### src/design/keyed_concurrency_limiter_assert.svh
// Assertion macros for the keyed concurrency limiter.
// They sample on the rising edge of clk and stay quiet while rst is high.
`ifndef KEYED_CONCURRENCY_LIMITER_ASSERT_SVH
`define KEYED_CONCURRENCY_LIMITER_ASSERT_SVH

// The consequent must hold in the same cycle as the antecedent.
`define KCL_ASSERT_SAME(label, ante, cons, msg) \
  label: assert property (@(posedge clk) disable iff (rst) (ante) |-> (cons)) \
    else $error(msg);

// The consequent must hold in the cycle after the antecedent.
`define KCL_ASSERT_NEXT(label, ante, cons, msg) \
  label: assert property (@(posedge clk) disable iff (rst) (ante) |=> (cons)) \
    else $error(msg);

`endif

### src/design/kcl_pkg.sv
`default_nettype none

package kcl_pkg;

  // Field widths fixed by the interface.
  localparam int KEY_W      = 64;
  localparam int COUNT_W    = 16;
  localparam int KEYS_W     = 5;
  localparam int STATUS_W   = 3;
  localparam int CFG_IDX_W  = 2;
  localparam int CFG_DATA_W = 16;

  // Operation codes.
  localparam logic FUNC_ACQUIRE = 1'b0;
  localparam logic FUNC_RELEASE = 1'b1;

  // Result status codes.
  localparam logic [STATUS_W-1:0] ST_GRANTED      = 3'd0;
  localparam logic [STATUS_W-1:0] ST_TABLE_FULL   = 3'd1;
  localparam logic [STATUS_W-1:0] ST_KEY_AT_LIMIT = 3'd2;
  localparam logic [STATUS_W-1:0] ST_RELEASED     = 3'd3;
  localparam logic [STATUS_W-1:0] ST_UNKNOWN      = 3'd4;

  // Configuration register indexes.
  localparam logic [CFG_IDX_W-1:0] CFG_PER_KEY_LIMIT = 2'd0;
  localparam logic [CFG_IDX_W-1:0] CFG_KEY_LIMIT     = 2'd1;

  // Controller states, one-hot.
  typedef enum logic [2:0] {
    S_IDLE   = 3'b001,
    S_SCAN   = 3'b010,
    S_COMMIT = 3'b100
  } ctrl_state_t;

  // Commands from the controller to the datapath.
  typedef struct packed {
    logic load;
    logic scan;
    logic commit;
  } ctrl_cmd_t;

  // Status from the datapath to the controller.
  typedef struct packed {
    logic scan_last;
  } dp_status_t;

endpackage

`default_nettype wire

### src/design/kcl_controller.sv
`default_nettype none

module kcl_controller (
  input  logic               clk,
  input  logic               rst,
  input  logic               start,
  input  kcl_pkg::dp_status_t stat,
  output logic               busy,
  output kcl_pkg::ctrl_cmd_t cmd
);

  kcl_pkg::ctrl_state_t state;
  kcl_pkg::ctrl_state_t state_next;

  always_ff @(posedge clk) begin
    if (rst) begin
      state <= kcl_pkg::S_IDLE;
    end else begin
      state <= state_next;
    end
  end

  always_comb begin
    state_next = state;
    unique case (state)
      kcl_pkg::S_IDLE: begin
        if (start) begin
          state_next = kcl_pkg::S_SCAN;
        end
      end
      kcl_pkg::S_SCAN: begin
        if (stat.scan_last) begin
          state_next = kcl_pkg::S_COMMIT;
        end
      end
      kcl_pkg::S_COMMIT: begin
        state_next = kcl_pkg::S_IDLE;
      end
      default: begin
        state_next = kcl_pkg::S_IDLE;
      end
    endcase
  end

  assign busy       = (state != kcl_pkg::S_IDLE);
  assign cmd.load   = (state == kcl_pkg::S_IDLE) && start;
  assign cmd.scan   = (state == kcl_pkg::S_SCAN);
  assign cmd.commit = (state == kcl_pkg::S_COMMIT);

endmodule

`default_nettype wire

### src/design/kcl_datapath.sv
`default_nettype none

module kcl_datapath #(
  parameter int TABLE_ENTRIES = 16
) (
  input  logic                             clk,
  input  logic                             rst,
  input  kcl_pkg::ctrl_cmd_t               cmd,
  output kcl_pkg::dp_status_t              stat,
  input  logic                             cfg_we,
  input  logic [kcl_pkg::CFG_IDX_W-1:0]    cfg_index,
  input  logic [kcl_pkg::CFG_DATA_W-1:0]   cfg_data,
  input  logic                             func,
  input  logic [kcl_pkg::KEY_W-1:0]        key_id,
  output logic                             done,
  output logic [kcl_pkg::STATUS_W-1:0]     status,
  output logic [kcl_pkg::COUNT_W-1:0]      count_after,
  output logic [kcl_pkg::KEYS_W-1:0]       keys_active
);

  localparam int IDX_W = (TABLE_ENTRIES > 1) ? $clog2(TABLE_ENTRIES) : 1;
  localparam int CNT_W = $clog2(TABLE_ENTRIES + 1);
  localparam int CMP_W = (CNT_W > kcl_pkg::KEYS_W) ? CNT_W : kcl_pkg::KEYS_W;
  localparam logic [IDX_W-1:0] LAST_IDX = IDX_W'(TABLE_ENTRIES - 1);
  localparam logic [CNT_W-1:0] DEPTH    = CNT_W'(TABLE_ENTRIES);

  // Configuration registers.
  logic [kcl_pkg::COUNT_W-1:0] per_key_limit;
  logic [kcl_pkg::KEYS_W-1:0]  key_limit;

  // Table state. Keys and counts live in memory; valid bits are flip-flops.
  logic [TABLE_ENTRIES-1:0]    entry_valid;
  logic [kcl_pkg::KEY_W-1:0]   key_mem [TABLE_ENTRIES];
  logic [kcl_pkg::COUNT_W-1:0] cnt_mem [TABLE_ENTRIES];
  logic [CNT_W-1:0]            active;

  // Operation being worked on.
  logic                        op_func;
  logic [kcl_pkg::KEY_W-1:0]   op_key;

  // Scan pipeline: read issue, then compare in the cycle after.
  logic [CNT_W-1:0]            iss;
  logic                        cmp_vld;
  logic [IDX_W-1:0]            cmp_idx;
  logic [kcl_pkg::KEY_W-1:0]   rd_key;
  logic [kcl_pkg::COUNT_W-1:0] rd_cnt;
  logic                        rd_en;

  // Scan results.
  logic                        hit;
  logic [IDX_W-1:0]            hit_idx;
  logic [kcl_pkg::COUNT_W-1:0] hit_cnt;
  logic                        free_found;
  logic [IDX_W-1:0]            free_idx;

  // Commit decision.
  logic                        new_key_ok;
  logic                        mem_we;
  logic [IDX_W-1:0]            wr_addr;
  logic [kcl_pkg::COUNT_W-1:0] wr_cnt;
  logic                        valid_set;
  logic                        valid_clr;
  logic [CNT_W-1:0]            active_next;
  logic [kcl_pkg::STATUS_W-1:0] res_status;
  logic [kcl_pkg::COUNT_W-1:0] res_cnt;

  logic cmp_valid_bit;
  logic cmp_key_eq;

  assign rd_en          = cmd.scan && (iss < DEPTH);
  assign cmp_valid_bit  = entry_valid[cmp_idx];
  assign cmp_key_eq     = (rd_key == op_key);
  assign stat.scan_last = cmp_vld && (cmp_idx == LAST_IDX);

  // Key and count memory: one write port, one registered read port.
  always_ff @(posedge clk) begin
    if (mem_we) begin
      key_mem[wr_addr] <= op_key;
      cnt_mem[wr_addr] <= wr_cnt;
    end
    if (rd_en) begin
      rd_key <= key_mem[iss[IDX_W-1:0]];
      rd_cnt <= cnt_mem[iss[IDX_W-1:0]];
    end
  end

  // Control state of the scan and the table.
  always_ff @(posedge clk) begin
    if (rst) begin
      per_key_limit <= kcl_pkg::COUNT_W'(1);
      key_limit     <= kcl_pkg::KEYS_W'(16);
      entry_valid   <= '0;
      active        <= '0;
      iss           <= '0;
      cmp_vld       <= 1'b0;
      hit           <= 1'b0;
      free_found    <= 1'b0;
      done          <= 1'b0;
    end else begin
      done <= cmd.commit;
      if (cfg_we) begin
        unique case (cfg_index)
          kcl_pkg::CFG_PER_KEY_LIMIT: per_key_limit <= cfg_data;
          kcl_pkg::CFG_KEY_LIMIT:     key_limit     <= cfg_data[kcl_pkg::KEYS_W-1:0];
          default: ;
        endcase
      end
      if (cmd.load) begin
        iss        <= '0;
        cmp_vld    <= 1'b0;
        hit        <= 1'b0;
        free_found <= 1'b0;
      end else if (cmd.scan) begin
        if (rd_en) begin
          iss     <= iss + 1'b1;
          cmp_vld <= 1'b1;
        end else begin
          cmp_vld <= 1'b0;
        end
        if (cmp_vld) begin
          if (cmp_valid_bit && cmp_key_eq && !hit) begin
            hit <= 1'b1;
          end
          if (!cmp_valid_bit && !free_found) begin
            free_found <= 1'b1;
          end
        end
      end else begin
        cmp_vld <= 1'b0;
      end
      if (cmd.commit) begin
        active <= active_next;
        if (valid_set) begin
          entry_valid[free_idx] <= 1'b1;
        end
        if (valid_clr) begin
          entry_valid[hit_idx] <= 1'b0;
        end
      end
    end
  end

  // Payload registers.
  always_ff @(posedge clk) begin
    if (cmd.load) begin
      op_func <= func;
      op_key  <= key_id;
    end
    if (rd_en) begin
      cmp_idx <= iss[IDX_W-1:0];
    end
    if (cmd.scan && cmp_vld) begin
      if (cmp_valid_bit && cmp_key_eq && !hit) begin
        hit_idx <= cmp_idx;
        hit_cnt <= rd_cnt;
      end
      if (!cmp_valid_bit && !free_found) begin
        free_idx <= cmp_idx;
      end
    end
    if (cmd.commit) begin
      status      <= res_status;
      count_after <= res_cnt;
      keys_active <= kcl_pkg::KEYS_W'(active_next);
    end
  end

  // Decision made at the end of the scan.
  assign new_key_ok = free_found && (CMP_W'(active) < CMP_W'(key_limit));

  always_comb begin
    mem_we      = 1'b0;
    wr_addr     = hit_idx;
    wr_cnt      = hit_cnt;
    valid_set   = 1'b0;
    valid_clr   = 1'b0;
    active_next = active;
    res_status  = kcl_pkg::ST_GRANTED;
    res_cnt     = '0;
    if (op_func == kcl_pkg::FUNC_ACQUIRE) begin
      if (!hit) begin
        if (new_key_ok) begin
          res_status  = kcl_pkg::ST_GRANTED;
          res_cnt     = kcl_pkg::COUNT_W'(1);
          wr_addr     = free_idx;
          wr_cnt      = kcl_pkg::COUNT_W'(1);
          mem_we      = cmd.commit;
          valid_set   = 1'b1;
          active_next = active + 1'b1;
        end else begin
          res_status = kcl_pkg::ST_TABLE_FULL;
        end
      end else if (hit_cnt >= per_key_limit) begin
        res_status = kcl_pkg::ST_KEY_AT_LIMIT;
        res_cnt    = hit_cnt;
      end else begin
        res_status = kcl_pkg::ST_GRANTED;
        res_cnt    = hit_cnt + kcl_pkg::COUNT_W'(1);
        wr_cnt     = hit_cnt + kcl_pkg::COUNT_W'(1);
        mem_we     = cmd.commit;
      end
    end else begin
      if (!hit) begin
        res_status = kcl_pkg::ST_UNKNOWN;
      end else if (hit_cnt <= kcl_pkg::COUNT_W'(1)) begin
        res_status = kcl_pkg::ST_RELEASED;
        valid_clr  = 1'b1;
        if (active != '0) begin
          active_next = active - 1'b1;
        end
      end else begin
        res_status = kcl_pkg::ST_RELEASED;
        res_cnt    = hit_cnt - kcl_pkg::COUNT_W'(1);
        wr_cnt     = hit_cnt - kcl_pkg::COUNT_W'(1);
        mem_we     = cmd.commit;
      end
    end
  end

endmodule

`default_nettype wire

### src/design/keyed_concurrency_limiter.sv
// Flow: a request is accepted while idle, the table is scanned (one read per entry, then the
// compare of the last), and the decision is committed; done then shows the registered result,
// which is taken at the edge that ends the done cycle. A new request is not accepted until
// the previous one has been committed.
// Reset (rst, synchronous, active high) empties the table and restores the limits
// to their defaults; the result strobe cannot be stalled by the receiver.
`default_nettype none

`include "keyed_concurrency_limiter_assert.svh"

module keyed_concurrency_limiter #(
  parameter int TABLE_ENTRIES = 16
) (
  input  logic                           clk,
  input  logic                           rst,
  input  logic                           start,
  output logic                           busy,
  input  logic                           func,
  input  logic [kcl_pkg::KEY_W-1:0]      key_id,
  output logic                           done,
  output logic [kcl_pkg::STATUS_W-1:0]   status,
  output logic [kcl_pkg::COUNT_W-1:0]    count_after,
  output logic [kcl_pkg::KEYS_W-1:0]     keys_active,
  input  logic                           cfg_we,
  input  logic [kcl_pkg::CFG_IDX_W-1:0]  cfg_index,
  input  logic [kcl_pkg::CFG_DATA_W-1:0] cfg_data
);

  // The controller sequences each request through three phases: it loads the
  // request, scans every table entry while looking for the key and for the
  // lowest free entry, and then commits the decision in the commit state.
  kcl_pkg::ctrl_cmd_t  cmd;
  kcl_pkg::dp_status_t stat;

  kcl_controller u_ctrl (
    .clk   (clk),
    .rst   (rst),
    .start (start),
    .stat  (stat),
    .busy  (busy),
    .cmd   (cmd)
  );

  // The datapath holds the configuration registers, the key and count memory,
  // the valid bits and the active key count. Results are registered in the
  // commit cycle and shown for exactly one cycle under done.
  kcl_datapath #(
    .TABLE_ENTRIES (TABLE_ENTRIES)
  ) u_dp (
    .clk         (clk),
    .rst         (rst),
    .cmd         (cmd),
    .stat        (stat),
    .cfg_we      (cfg_we),
    .cfg_index   (cfg_index),
    .cfg_data    (cfg_data),
    .func        (func),
    .key_id      (key_id),
    .done        (done),
    .status      (status),
    .count_after (count_after),
    .keys_active (keys_active)
  );

  // A load command is only issued for a request that is really accepted.
  `KCL_ASSERT_SAME(a_load_on_accept, cmd.load, start && !busy, "load without an accepted request")
  // An accepted request keeps the block busy in the following cycle.
  `KCL_ASSERT_NEXT(a_busy_after_accept, start && !busy, busy, "not busy after an accepted request")
  // Every commit produces a result strobe in the next cycle.
  `KCL_ASSERT_NEXT(a_done_after_commit, cmd.commit, done, "commit without a result")
  // A result strobe lasts one cycle, and the block is idle while it shows, so it is
  // busy afterwards exactly when a request was presented during the strobe.
  `KCL_ASSERT_NEXT(a_done_single, done, !done && (busy == $past(start)), "result strobe held or block state wrong after a result")

endmodule

`default_nettype wire
### config.mk
export PLATFORM = sky130hd
export DESIGN_NAME = keyed_concurrency_limiter
export DESIGN_NICKNAME = d
export VERILOG_FILES = /design/src/design/kcl_pkg.sv /design/src/design/kcl_controller.sv /design/src/design/kcl_datapath.sv /design/src/design/keyed_concurrency_limiter.sv
export VERILOG_INCLUDE_DIRS = /design/src /design/src/design
export SDC_FILE = /design/constraint.sdc
export NUM_CORES = 2
export LEC_CHECK = 0
export ABC_CLOCK_PERIOD_IN_PS = 26500
export BUFFER_PORTS_ARGS = -buffer_cell sky130_fd_sc_hd__buf_2
export CAP_MARGIN = 20
export CELL_PAD_IN_SITES_DETAIL_PLACEMENT = 1
export CELL_PAD_IN_SITES_GLOBAL_PLACEMENT = 1
export CORE_ASPECT_RATIO = 0.8
export CORE_MARGIN = 4
export CORE_UTILIZATION = 50
export CTS_CLUSTER_DIAMETER = 200
export CTS_CLUSTER_SIZE = 30
export DETAILED_ROUTE_END_ITERATION = 7
export HOLD_SLACK_MARGIN = 0.12
export PLACE_DENSITY_LB_ADDON = 0.1
export RECOVER_POWER = 100
export SYNTH_ARGS = -nofsm -noshare
export SYNTH_HDL_FRONTEND = slang
export SYNTH_HIERARCHICAL = 1
export SYNTH_SLANG_ARGS = --single-unit
export TNS_END_PERCENT = 1
### constraint.sdc
create_clock -name clk -period 26.5 [get_ports clk]
set_clock_uncertainty 0.2 [all_clocks]
set_input_delay 3.975 -clock clk [delete_from_list [all_inputs] [get_ports clk]]
set_output_delay 3.975 -clock clk [all_outputs]
set_load 0.01 [all_outputs]
---- Word-level counts from Yosys, hierarchy flattened ----
Memories as Yosys holds them, arrays and structs flattened. A register that Yosys moved wholly into a read port is not among the register bits.
Cells that the tools add are included.
word-level totals
  memory bits (read-only) ................. 0
  logic and storage cells ................. 126
  bits in latches ......................... 0
  memories ................................ 2
  input bits .............................. 87
  bits in registers ....................... 171
  RAM bits ................................ 1280
  output and inout port bits .............. 26
memories
  name          depth  bits a word  rd ports  clocked after Yosys merged registers in  wr ports  line                RTL
  u_dp.key_mem  16     64           1         1                                        1         kcl_datapath.sv:33  logic [kcl_pkg::KEY_W-1:0] key_mem [TABLE_ENTRIES];
  u_dp.cnt_mem  16     16           1         1                                        1         kcl_datapath.sv:34  logic [kcl_pkg::COUNT_W-1:0] cnt_mem [TABLE_ENTRIES];
operators by class
  equal/unequal tests ..................... 9
  shifts and indexed selects .............. 0
  muxes and demuxes ....................... 53
  $add $sub $neg .......................... 5
  reduce and logical (&&, ||, !) cells .... 25
  magnitude comparators ................... 9
  divide/modulo/power cells ............... 0
  bitwise gates (word level) .............. 4
  $mul .................................... 0
operators with widths
  cell                                                               count
  two-way mux 16 bit                                                 14
  equality test 64 bit                                               1
  two-way mux 5 bit                                                  6
  two-way mux 1 bit                                                  20
  adder 16 x 1 -> 16 bit, second input constant                      1
  bitwise AND 16 bit                                                 1
  greater-or-equal comparator 16 bit                                 1
  less-or-equal comparator 16 x 1 -> 1 bit, second input constant    1
  NOT 16 bit                                                         1
  bitwise OR 16 bit                                                  1
  subtractor 16 x 1 -> 16 bit, second input constant                 1
  less-than comparator 4 x 5 -> 1 bit, second input constant         3
  two-way mux 3 bit                                                  5
  two-way mux 4 bit                                                  3
  AND reduction 2 bit                                                6
  adder 5 x 1 -> 5 bit, second input constant                        2
  logical AND 1 bit                                                  10
  demux 1 bit (select 4 bit)                                         2
  greater-or-equal comparator 4 x 1 -> 1 bit, second input constant  2
  one-hot mux 3 bit (2 select lines)                                 1
  AND reduction 3 bit                                                2
  less-than comparator 5 bit                                         1
  less-than comparator 5 bit, second input constant                  1
  nonzero test 5 bit                                                 1
  15 further kinds                                                   18

---- Depth between registers and ports, before layout ----
  word-level depth ........................ 10
  mapped depth ............................ 9
  depth with buffers taken out ............ 8

---- Cells and area by module ----
The synthesis kept the hierarchy.
modules (own cells, without submodules)
  module          cells an instance  instances  area an instance (um2)  sequential area each (um2)
  kcl_datapath    2667               1          58886.5                 45373.5
  kcl_controller  15                 1          141.4                   60.1

---- Worst setup path before layout ----
Ideal clock, no wire load.
  path kind ............................... register to register
  start ................................... register u_ctrl.state[2]
  end ..................................... memory u_dp/cnt_mem[10][0] in the netlist's numbering (enable)
  stages on the path, launching flop included .. 5
  path slack .............................. 17.082 ns
  buffers on the path ..................... 1
  setup time .............................. 0.616 ns
  clock period less this slack ............ 9.418 ns
  arrival ................................. 8.602 ns
  data required time ...................... 25.684 ns
  cells stage by stage .................... dfxtp_1 -> nor3b_1 -> buf_2 -> o21ai_0 -> nor3_1
RTL lines
  item                    line                  RTL
  from (decl)             kcl_controller.sv:12  kcl_pkg::ctrl_state_t state;
  from (signal assigned)  kcl_controller.sv:17  state <= kcl_pkg::S_IDLE;
  from (signal assigned)  kcl_controller.sv:19  state <= state_next;
  to (decl)               kcl_datapath.sv:34

---- Worst setup path after layout ----
  start ................................... register u_dp.iss[0]
  end ..................................... register u_dp/rd_cnt[5] in the netlist's numbering (read register of u_dp.cnt_mem), data pin
between the ends
  cells in the longest elaborated chain, start to end .. 2
RTL lines
  item                        line                 RTL
  from (decl)                 kcl_datapath.sv:42   logic [CNT_W-1:0] iss;
  from (signal assigned)      kcl_datapath.sv:115  iss <= iss + 1'b1;
  less-than comparator 5 bit  kcl_datapath.sv:70   assign rd_en = cmd.scan && (iss < DEPTH);
  logical AND 1 bit           kcl_datapath.sv:70
  to (decl)                   kcl_datapath.sv:46   logic [kcl_pkg::COUNT_W-1:0] rd_cnt;
Several ways; a longest one is shown, not always the timed one.
A chain may end at the register's enable or synchronous reset.

==> impl_metrics.json <==
{
  "run_status": "finished with violations",
  "violations": "capacitance limit, slew limit",
  "cts-resized-gates": 0,
  "critical_path_class": "reg -> reg",
  "p_leak_nw": 18.3,
  "fin_area_um2": 62900,
  "hold_viol": 0,
  "drv_cap": 46,
  "ys_warn_count": 6,
  "grt-ovfl-total": 0,
  "drt_iter0_drc": 2865,
  "clockBufferDepth": 3,
  "drc": 0,
  "hpwl_mm": 73.4,
  "die_area_um2": 124000,
  "wl_per_cell_um": 31.3,
  "rsz0062_at_grt": "no",
  "max_slew_margin_pct": -463,
  "numCtsBuffers": 57,
  "place_area_um2": 61600,
  "final_util_pct": 53.8,
  "die_w_um": 392,
  "place.gp.congestion": 0.859,
  "ios": 113,
  "crit_arrival_ns": 12.19,
  "ir_drop_mv": 0.0668,
  "grt_pass1_vias": 28800,
  "synth_seq_cells": 1531,
  "fmax_ghz": 0.0835,
  "seqPwrFrac_pct": 70.1,
  "portBuffers": 112,
  "syn_avg_cell_area_um2": 22.0,
  "finalSetupViolations": 0,
  "clock_latency_ns": 0.70,
  "firstDrtPassIters": 5,
  "final_common_cell": "edfxtp_1",
  "clockPowerShare_pct": 28.4,
  "grt_use_total_pct": 22.4,
  "p_int_mw": 3.09,
  "hp-class": "reg -> reg",
  "syn_inst": 2682,
  "grt_first_pass_wirelength_mm": 203,
  "vias": 27100,
  "cts_tree": "built",
  "drive_gt1_share_pct": 20.1,
  "root_buffer": "clkbuf_16",
  "synthDistinctLibCells": 76,
  "die_h_um": 315,
  "final_cell_mix": "1477 x edfxtp_1, 405 x mux4_2, 121 x clkbuf_1, 79 x nand2_1, 64 x nor2_1",
  "synth_edf_count": 1477,
  "cts_setup_buffers": 0,
  "antenna_found_initial": 4,
  "whs_ns": 0.235,
  "core_area_um2": 117000,
  "cp_max_fo": 97,
  "synth_nets": 2796,
  "viasPerCell": 6.24,
  "endpoint_kind": "flop",
  "yosysSeqAreaShare_pct": 77.0,
  "wirelength_mm": 136,
  "grt_max_degree": 129,
  "switching_share_pct": 19.6,
  "start_util_pct": 50.5,
  "cts_sinks": 1531,
  "worstMarginPinSlew_ns": 8.45,
  "antenna_cells": 0,
  "power_switching_uw": 755,
  "slew_viol_final": 1881,
  "cts.clk_slew.worst_paths_ns": 0.12,
  "fin_crit_ns": 11.98,
  "required_ns": 26.71,
  "setup_tns_ns": 0,
  "cts_max_level": 2,
  "synthFlopType": "edfxtp_1",
  "synth_area_um2": 59000,
  "path_cells": "clkbuf_1 > clkbuf_1 > mux4_2 > mux4_2",
  "area_growth_pct": 6.49,
  "finalCritPeriodShare_pct": 45.2,
  "cp_slowest_cell": "clkbuf_1",
  "cts_hold_buffers": 0,
  "ys_async_sr_fraction_pct": 0,
  "antenna_left": 0,
  "powerDensity_nw_per_um2": 61.1,
  "cp-start-kind": "flop",
  "final_net_count": 2911,
  "slowest_delay_ns": 5.93,
  "rows": 112,
  "combPwrFrac_pct": 1.5
}
critical path: cells and delay by family (launching register included):
kind,cells,cell delay (ns)
buf+inv,2,8.53
flops,1,1.59
mux,2,1.28
final timing paths:
path / start / to / slack [ns] / depth (start not counted)
max: u_dp/iss[0] / u_dp/rd_cnt[5] / 14.52 / 4
min: u_dp/rd_cnt[8] / u_dp/hit_cnt[8] / 0.23 / 0
max reg2reg: u_dp/iss[0] / u_dp/rd_cnt[5] / 14.52 / 4
min reg2reg: u_dp/rd_cnt[8] / u_dp/hit_cnt[8] / 0.23 / 0
per-layer routing:
layer / vias up / wire, um / GRT usage [%]
li1: 11400 / - / -
met1: 14900 / 59700 / 33.6
met2: 734 / 67200 / 37.0
met3: 124 / 6900 / 2.35
met4: 2 / 2290 / 3.71
met5: - / 13 / 0
power groups by stage:
stage / combinational, mW / clock, mW / sequential [mW]
finish: 0.0591 / 1.09 / 2.69
CTS: 0.0601 / 1.13 / 2.69
floorplan: 0.0347 / 0 / 2.73
global placement: 0.0590 / 0 / 2.74
global route: 0.0646 / 1.22 / 2.70
detailed placement: 0.0598 / 0 / 2.75
flip-flops by register name, summed over array words and instances (netlist names), 3 cells and up:
register	flops
u_dp/cmp_idx	4
u_dp/hit_cnt	16
u_dp/per_key_limit	16
u_dp/count_after	16
u_dp/rd_key	64
u_dp/op_key	64
u_dp/keys_active	5
u_dp/free_idx	4
u_dp/hit_idx	4
u_dp/rd_cnt	16
u_dp/cnt_mem	256
u_dp/key_mem	1024
u_dp/status	3
u_dp/iss	5
u_dp/key_limit	5
u_ctrl/state	3
u_dp/active	5
u_dp/entry_valid	16
synth_stat cells (all sizes together), types with 16 or more instances:
cell type	count	share of area (%)
nor4	24	0.28
xnor2	16	0.24
nor3	28	0.25
edfxtp	1477	75
buf	44	0.35
a31oi	16	0.17
o21ai	27	0.25
mux4	405	15
inv	30	0.19
ha	27	0.57
a211oi	18	0.24
xor2	59	0.88
clkbuf	82	0.52
nor2	68	0.44
nand2	79	0.50
a21oi	52	0.44
dfxtp	54	1.8
layout make-up:
cell class | instances | area (um^2)
Timing Repair Buffer | 182 | 840
Sequential cell | 1531 | 45400
Inverter | 31 | 116
Clock inverter | 3 | 68.8
Tap cell | 1539 | 1930
Fill cell | 9985 | 54000
Clock buffer | 68 | 1490
Multi-Input combinational cell | 994 | 13000
metrics by stage:
stage | worst slack, ns | std cells | power (mW)
floorplan | 17.08 | 2682 | 2.77
global placement | 20.83 | 4266 | 2.80
detailed placement | 20.83 | 4267 | 2.81
CTS | 20.56 | 4338 | 3.88
global route | 12.31 | 4348 | 3.98
finish | 14.52 | 4348 | 3.84
cell families (layout without fill, tap and decap cells):
logic type,after synthesis,in the layout,synth area share (%)
flip-flops,1531,1531,77.0
multiplexers,417,417,15.7
AND/OR/NAND/NOR,300,300,2.61
AO/OA/AOI/OAI,175,175,2.01
buffers and inverters,157,284,1.07
XOR/XNOR,75,75,1.11
adder cells (fa/ha/maj),27,27,0.572
No activity file was read; power rests on OpenSTA's default activity.
